<file path="config.mk">
export PLATFORM = sky130hd
export DESIGN_NAME = sw2m_seq
export DESIGN_NICKNAME = d
export VERILOG_FILES = /design/src/rtl/sw2m_pkg.sv /design/src/rtl/sw2m_seq.sv
export SDC_FILE = /design/constraint.sdc
export NUM_CORES = 1
export LEC_CHECK = 0
export ABC_AREA = 1
export BUFFER_PORTS_ARGS = -buffer_cell sky130_fd_sc_hd__buf_2
export CAP_MARGIN = 40
export CORE_MARGIN = 2
export CORE_UTILIZATION = 56
export DETAILED_ROUTE_END_ITERATION = 8
export PLACE_DENSITY = 0.81
export SYNTH_ARGS = -nofsm -noshare
export SYNTH_HDL_FRONTEND = slang
export SYNTH_SLANG_ARGS = --single-unit
</file>
<file path="constraint.sdc">
create_clock -name i_clk -period 3.95 [get_ports i_clk]
set_input_delay 0.1975 -clock i_clk [delete_from_list [all_inputs] [get_ports i_clk]]
set_output_delay 0.1975 -clock i_clk [all_outputs]
set_load 0.1 [all_outputs]
</file>
<file path="src/rtl/sw2m_pkg.sv">
// Shared types and the double compare for the sliding 2x2 max filter.
// No dependencies.
package sw2m_pkg;

    localparam int DATA_W = 64;
    localparam int COL_W  = 10;
    localparam int CFG_W  = 11;

    typedef struct packed {
        logic             res;
        logic             row_end;
        logic [COL_W-1:0] col;
    } t_tag;

    // a > b on IEEE doubles; false when either is NaN
    function automatic logic f_gt(input logic [DATA_W-1:0] a, input logic [DATA_W-1:0] b);
        logic a_nan;
        logic b_nan;
        logic both_zero;
        logic gt;
        a_nan     = (a[62:52] == 11'h7ff) && (a[51:0] != 52'd0);
        b_nan     = (b[62:52] == 11'h7ff) && (b[51:0] != 52'd0);
        both_zero = (a[62:0] == 63'd0) && (b[62:0] == 63'd0);
        if (a[63] != b[63]) begin
            gt = !a[63];
        end else if (!a[63]) begin
            gt = a[62:0] > b[62:0];
        end else begin
            gt = a[62:0] < b[62:0];
        end
        return gt && !a_nan && !b_nan && !both_zero;
    endfunction

    function automatic logic [DATA_W-1:0] f_max(input logic [DATA_W-1:0] a,
                                                input logic [DATA_W-1:0] b);
        return f_gt(a, b) ? a : b;
    endfunction

endpackage

</file>
<file path="src/rtl/sw2m_seq.sv">
// Row width register and column sequencer for the sliding 2x2 max filter.
// Depends on sw2m_pkg.
module sw2m_seq #(
    parameter int MAX_ROW_WIDTH = 1024
) (
    input  logic                             i_clk,
    input  logic                             i_rst_n,
    input  logic                             i_cfg_we,
    input  logic [sw2m_pkg::CFG_W-1:0]       i_cfg_data,
    input  logic                             i_adv,
    input  logic                             i_frame_start,
    output logic [$clog2(MAX_ROW_WIDTH)-1:0] o_addr,
    output sw2m_pkg::t_tag                   o_tag
);
    import sw2m_pkg::*;

    localparam int CW = $clog2(MAX_ROW_WIDTH);
    localparam int WW = $clog2(MAX_ROW_WIDTH + 1);
    localparam int EW = (WW > CFG_W) ? WW : CFG_W;
    localparam logic [EW-1:0] MAXW = EW'(MAX_ROW_WIDTH);
    localparam logic [EW-1:0] RSTW = (EW'(1024) > MAXW) ? MAXW : EW'(1024);

    logic [WW-1:0] r_w;
    logic [WW-1:0] n_w;
    logic [CW-1:0] r_col;
    logic [CW-1:0] n_col;
    logic          r_past;
    logic          n_past;
    logic [CW-1:0] c0;
    logic          pf;
    logic [EW-1:0] ext;
    logic [WW-1:0] c_inc;

    always_comb begin
        ext = EW'(i_cfg_data);
        if (ext < EW'(2)) begin
            ext = EW'(2);
        end else if (ext > MAXW) begin
            ext = MAXW;
        end
        n_w = i_cfg_we ? WW'(ext) : r_w;

        c0 = i_frame_start ? '0 : r_col;
        pf = i_frame_start ? 1'b0 : r_past;
        if (WW'(c0) >= r_w) begin
            c0 = '0;
            pf = 1'b1;
        end
        c_inc  = WW'(c0) + WW'(1);
        n_col  = r_col;
        n_past = r_past;
        if (i_adv) begin
            if (c_inc == r_w) begin
                n_col  = '0;
                n_past = 1'b1;
            end else begin
                n_col  = CW'(c_inc);
                n_past = pf;
            end
        end
    end

    always_ff @(posedge i_clk) begin
        if (!i_rst_n) begin
            r_w    <= WW'(RSTW);
            r_col  <= '0;
            r_past <= 1'b0;
        end else begin
            r_w    <= n_w;
            r_col  <= n_col;
            r_past <= n_past;
        end
    end

    assign o_addr        = c0;
    assign o_tag.res     = pf && (c0 != '0);
    assign o_tag.row_end = (c_inc == r_w);
    assign o_tag.col     = COL_W'(c0);
endmodule

</file>
==> impl_metrics.ini <==
[worst_hold_path]
hold_start = i_rst_n
hold_path_depth = 2
hold_path_class = in -> reg
timing.hold.worst_endpoint = r_w[10]

[timing]
finalCritPeriodShare = 0.908
slew_violations = 0
setup_viol_count_final = 0
rsz0062_at_grt = no
timing.clock.skew_ps = 1.76
worstMarginPinSlew_ps = 834
timing.slew.headroom = 0.443
fin_hold_ws_ps = 155
timing.final.hold_violations = 0
achievable-frequency_mhz = 279
period_minus_slack_ps = 3590

[floorplan]
num_io_pins = 38
die_y_um = 66.3
num_rows = 22
design.die.area_mm2 = 0.00440
chipWidth_um = 66.3
floorplan.initialDensity = 0.590
design.core.area_mm2 = 0.00369

[detailed_routing]
routed_wl_per_cell_um = 12.8
dr.first_iter.drc_count = 112
route.antenna.remaining_nets = 0
firstDrtPassIters = 4
vias_per_cell = 5.20
drc_errors = 0
totalWireLength_um = 5310
dr_total_vias = 2152

[global_routing]
grt_util_met2 = 0.456
global_route.peak_usage_layer = met2
grt-ovfl-total = 0
global_route_met1_usage = 0.343
grt.met3_usage = 0.0256
grt_start_max_net_pins = 21
grt_antenna_before_repair = 0
grt_first_pass_wirelength_um = 8980
grt.total_usage = 0.265
first_global_vias = 2031

[power]
power.density_cell_area_mw_per_mm2 = 208
total_switching_power_w = 0.000161
power.clock.fraction = 0.288
seq_power_share = 0.479
power_leakage_nw = 1.14
netSwitchingFraction = 0.326
worst_ir_drop_vdd_uv = 226
cell_internal_pwr_w = 0.000332
p_comb_frac = 0.233

[placed_design]
numPlacedInstances = 411
gp_congestion = 0.963
io_buffer_count = 37
total_half_perimeter_wirelength_after_legalization_and_detailed_placement_um = 4370

[synthesis]
mapped_cells = 344
synth-seq-area-share = 0.202
synth-seq-cells = 22
async_reset_ff_frac = 0
synth_enable_flop_cells = 0
postSynthNetCount = 372
post_synth_instance_area_mm2 = 0.00218
syn_area_per_cell_um2 = 6.33
unique_masters_post_synth = 37
yosysWarningCount = 0
dominantRegCellSynth = dfxtp_1

[critical_path]
reg2reg_from = r_col[8]
timing.reg2reg.setup_slack_ps = 680
critical_path.endpoint_type = output pin
cp_data_arrival_time_ps = 3390
cp_data_required_time_ps = 3750
crit-reg2reg-capture = r_col[1]
timing.critical_path.from_type = flip-flop
r2r_cells = 20
critical_path.max_fanout = 5
crit_type = reg -> out

[finish]
final_net_count = 396
multi_input_logic_area_mm2 = 0.00142
antenna_cells_inserted = 0
fill_cells = 369
area_growth_pct = 8.74
drive_gt1_frac = 0.265
ff_latch_area_um2 = 440
post_layout_nonfiller_instances = 414

[cts]
clk_transition_reported_paths_ps = 80
cts-root-to-sink-buffers = 2
tritoncts_num_sinks = 22
clk_latency_ps = 260
cts.htree.levels = 1
numCtsBuffers = 3
cts_hold_repair.buffers = 0
cts_root_buffer = clkbuf_8
clock_tree_from_tritoncts = done

[outcome]
status = finished, final reports clean

[flow_run]
max-cap-violations = 0
[timing repair]
item | CTS | global route
setup endpoints to repair | 0 | 1
gates resized for setup | 0 | 2
hold endpoints to repair | 0 | 0
setup buffers | 0 | 0
[worst max-delay path by stage]
| stage | startpoint | endpoint | slack (ps) | cells after the start |
|---|---|---|---|---|
| finish | r_col[8] | o_tag[10] | 360 | 19 |
| global route | r_col[8] | o_tag[10] | 20 | 19 |
| CTS | r_col[9] | o_tag[10] | 320 | 19 |
| detailed placement | i_frame_start | o_tag[10] | 540 | 23 |
| global placement | i_frame_start | o_tag[10] | 550 | 23 |
| floorplan | i_frame_start | o_tag[10] | -170 | 23 |
[final cells by class]
| class | instances | area share |
|---|---|---|
| Clock buffer | 3 | 0.0175 |
| Timing Repair Buffer | 38 | 0.0878 |
| Inverter | 53 | 0.0841 |
| Multi-Input combinational cell | 250 | 0.599 |
| Tap cell | 48 | 0.0254 |
| Sequential cell | 22 | 0.186 |
[power groups by stage]
stage	logic [W]	registers (W)	clock network [W]
after floorplan	0.0000936	0.000238	0
after global placement	0.000113	0.000241	0
after detailed placement	0.000114	0.000241	0
after CTS	0.000115	0.000236	0.000140
after global routing	0.000128	0.000237	0.000148
final	0.000115	0.000236	0.000142
[per-layer routing]
| metal | share of wire | vias to the layer above | wire length, um |
|---|---|---|---|
| li1 | - | 1115 | - |
| met3 | 0.060 | 12 | 320 |
| met5 | 0 | - | 0 |
| met4 | 0.019 | 0 | 103 |
| met2 | 0.48 | 78 | 2560 |
| met1 | 0.44 | 947 | 2320 |
[cell families after synthesis]
kind of cell,synth area share
compound gates,0.106
buf+inv,0.154
xor+xnor,0.00805
simple gates,0.460
flops,0.202
fa+ha+maj,0.0690
[cell usage in the layout, fill, tap and decap left out, types with 2 or more instances in the layout]
master    count
a21oi_1      14
a21oi_2      10
buf_2        36
clkbuf_8      3
dfxtp_1      22
ha_1         12
inv_1        46
inv_2         6
nand2_1      90
nand2_2      16
nand2_4       4
nand3_1      29
nand3_2       3
nand4_1       3
nor2_1       35
nor2_2        7
nor2_4        4
nor3_1        3
nor4_1        2
o21ai_0       4
o21ai_1       2
[critical path, cell delays in order (launching register included)]
cell and delay [ps]:
dfxtp_1 400, inv_1 100, nor2_1 170, ha_1 290, nand2_1 70, nand2_1 90, nand2_1 70, o21ai_0 90
nor2_2 180, nand3_1 140, inv_1 120, ha_1 240, nand4_4 160, o21ai_1 200, nand2_1 110, nand2_1 90
o311a_1 160, nand4_1 140, nor2_4 140, buf_12 180
[synthesized netlist by cell type, types with 4 or more instances]
| library cell | count | area, um2 |
|---|---|---|
| a21oi_1 | 14 | 70.1 |
| nand2_2 | 16 | 100 |
| o21ai_0 | 5 | 25.0 |
| nand2_4 | 4 | 45.0 |
| nor2_2 | 6 | 37.5 |
| inv_1 | 46 | 173 |
| buf_4 | 10 | 75.1 |
| nand3_1 | 29 | 145 |
| nand2_1 | 90 | 338 |
| dfxtp_1 | 22 | 440 |
| inv_2 | 6 | 22.5 |
| ha_1 | 12 | 150 |
| a21oi_2 | 10 | 87.6 |
| nor2_1 | 37 | 139 |
| clkbuf_1 | 5 | 18.8 |
[flip-flops by register name (all words and copies together) (netlist names)]
signal	flops
r_past	1
r_w	11
r_col	10
[through the flow]
stage          worst slack [ps]  total power [W]   util  setup TNS [ps]  cell area (um2)
2_1_floorplan              -173         0.000331      -            -173             2190
3_3_place_gp                549         0.000354  0.630               0             2320
3_5_place_dp                541         0.000355  0.630               0             2320
4_1_cts                     318         0.000491  0.641               0             2360
5_1_grt                    24.3         0.000512  0.641               0             2370
6_report                    364         0.000493  0.641               0             2370
Note: power is estimated with default switching activity, not from simulation.
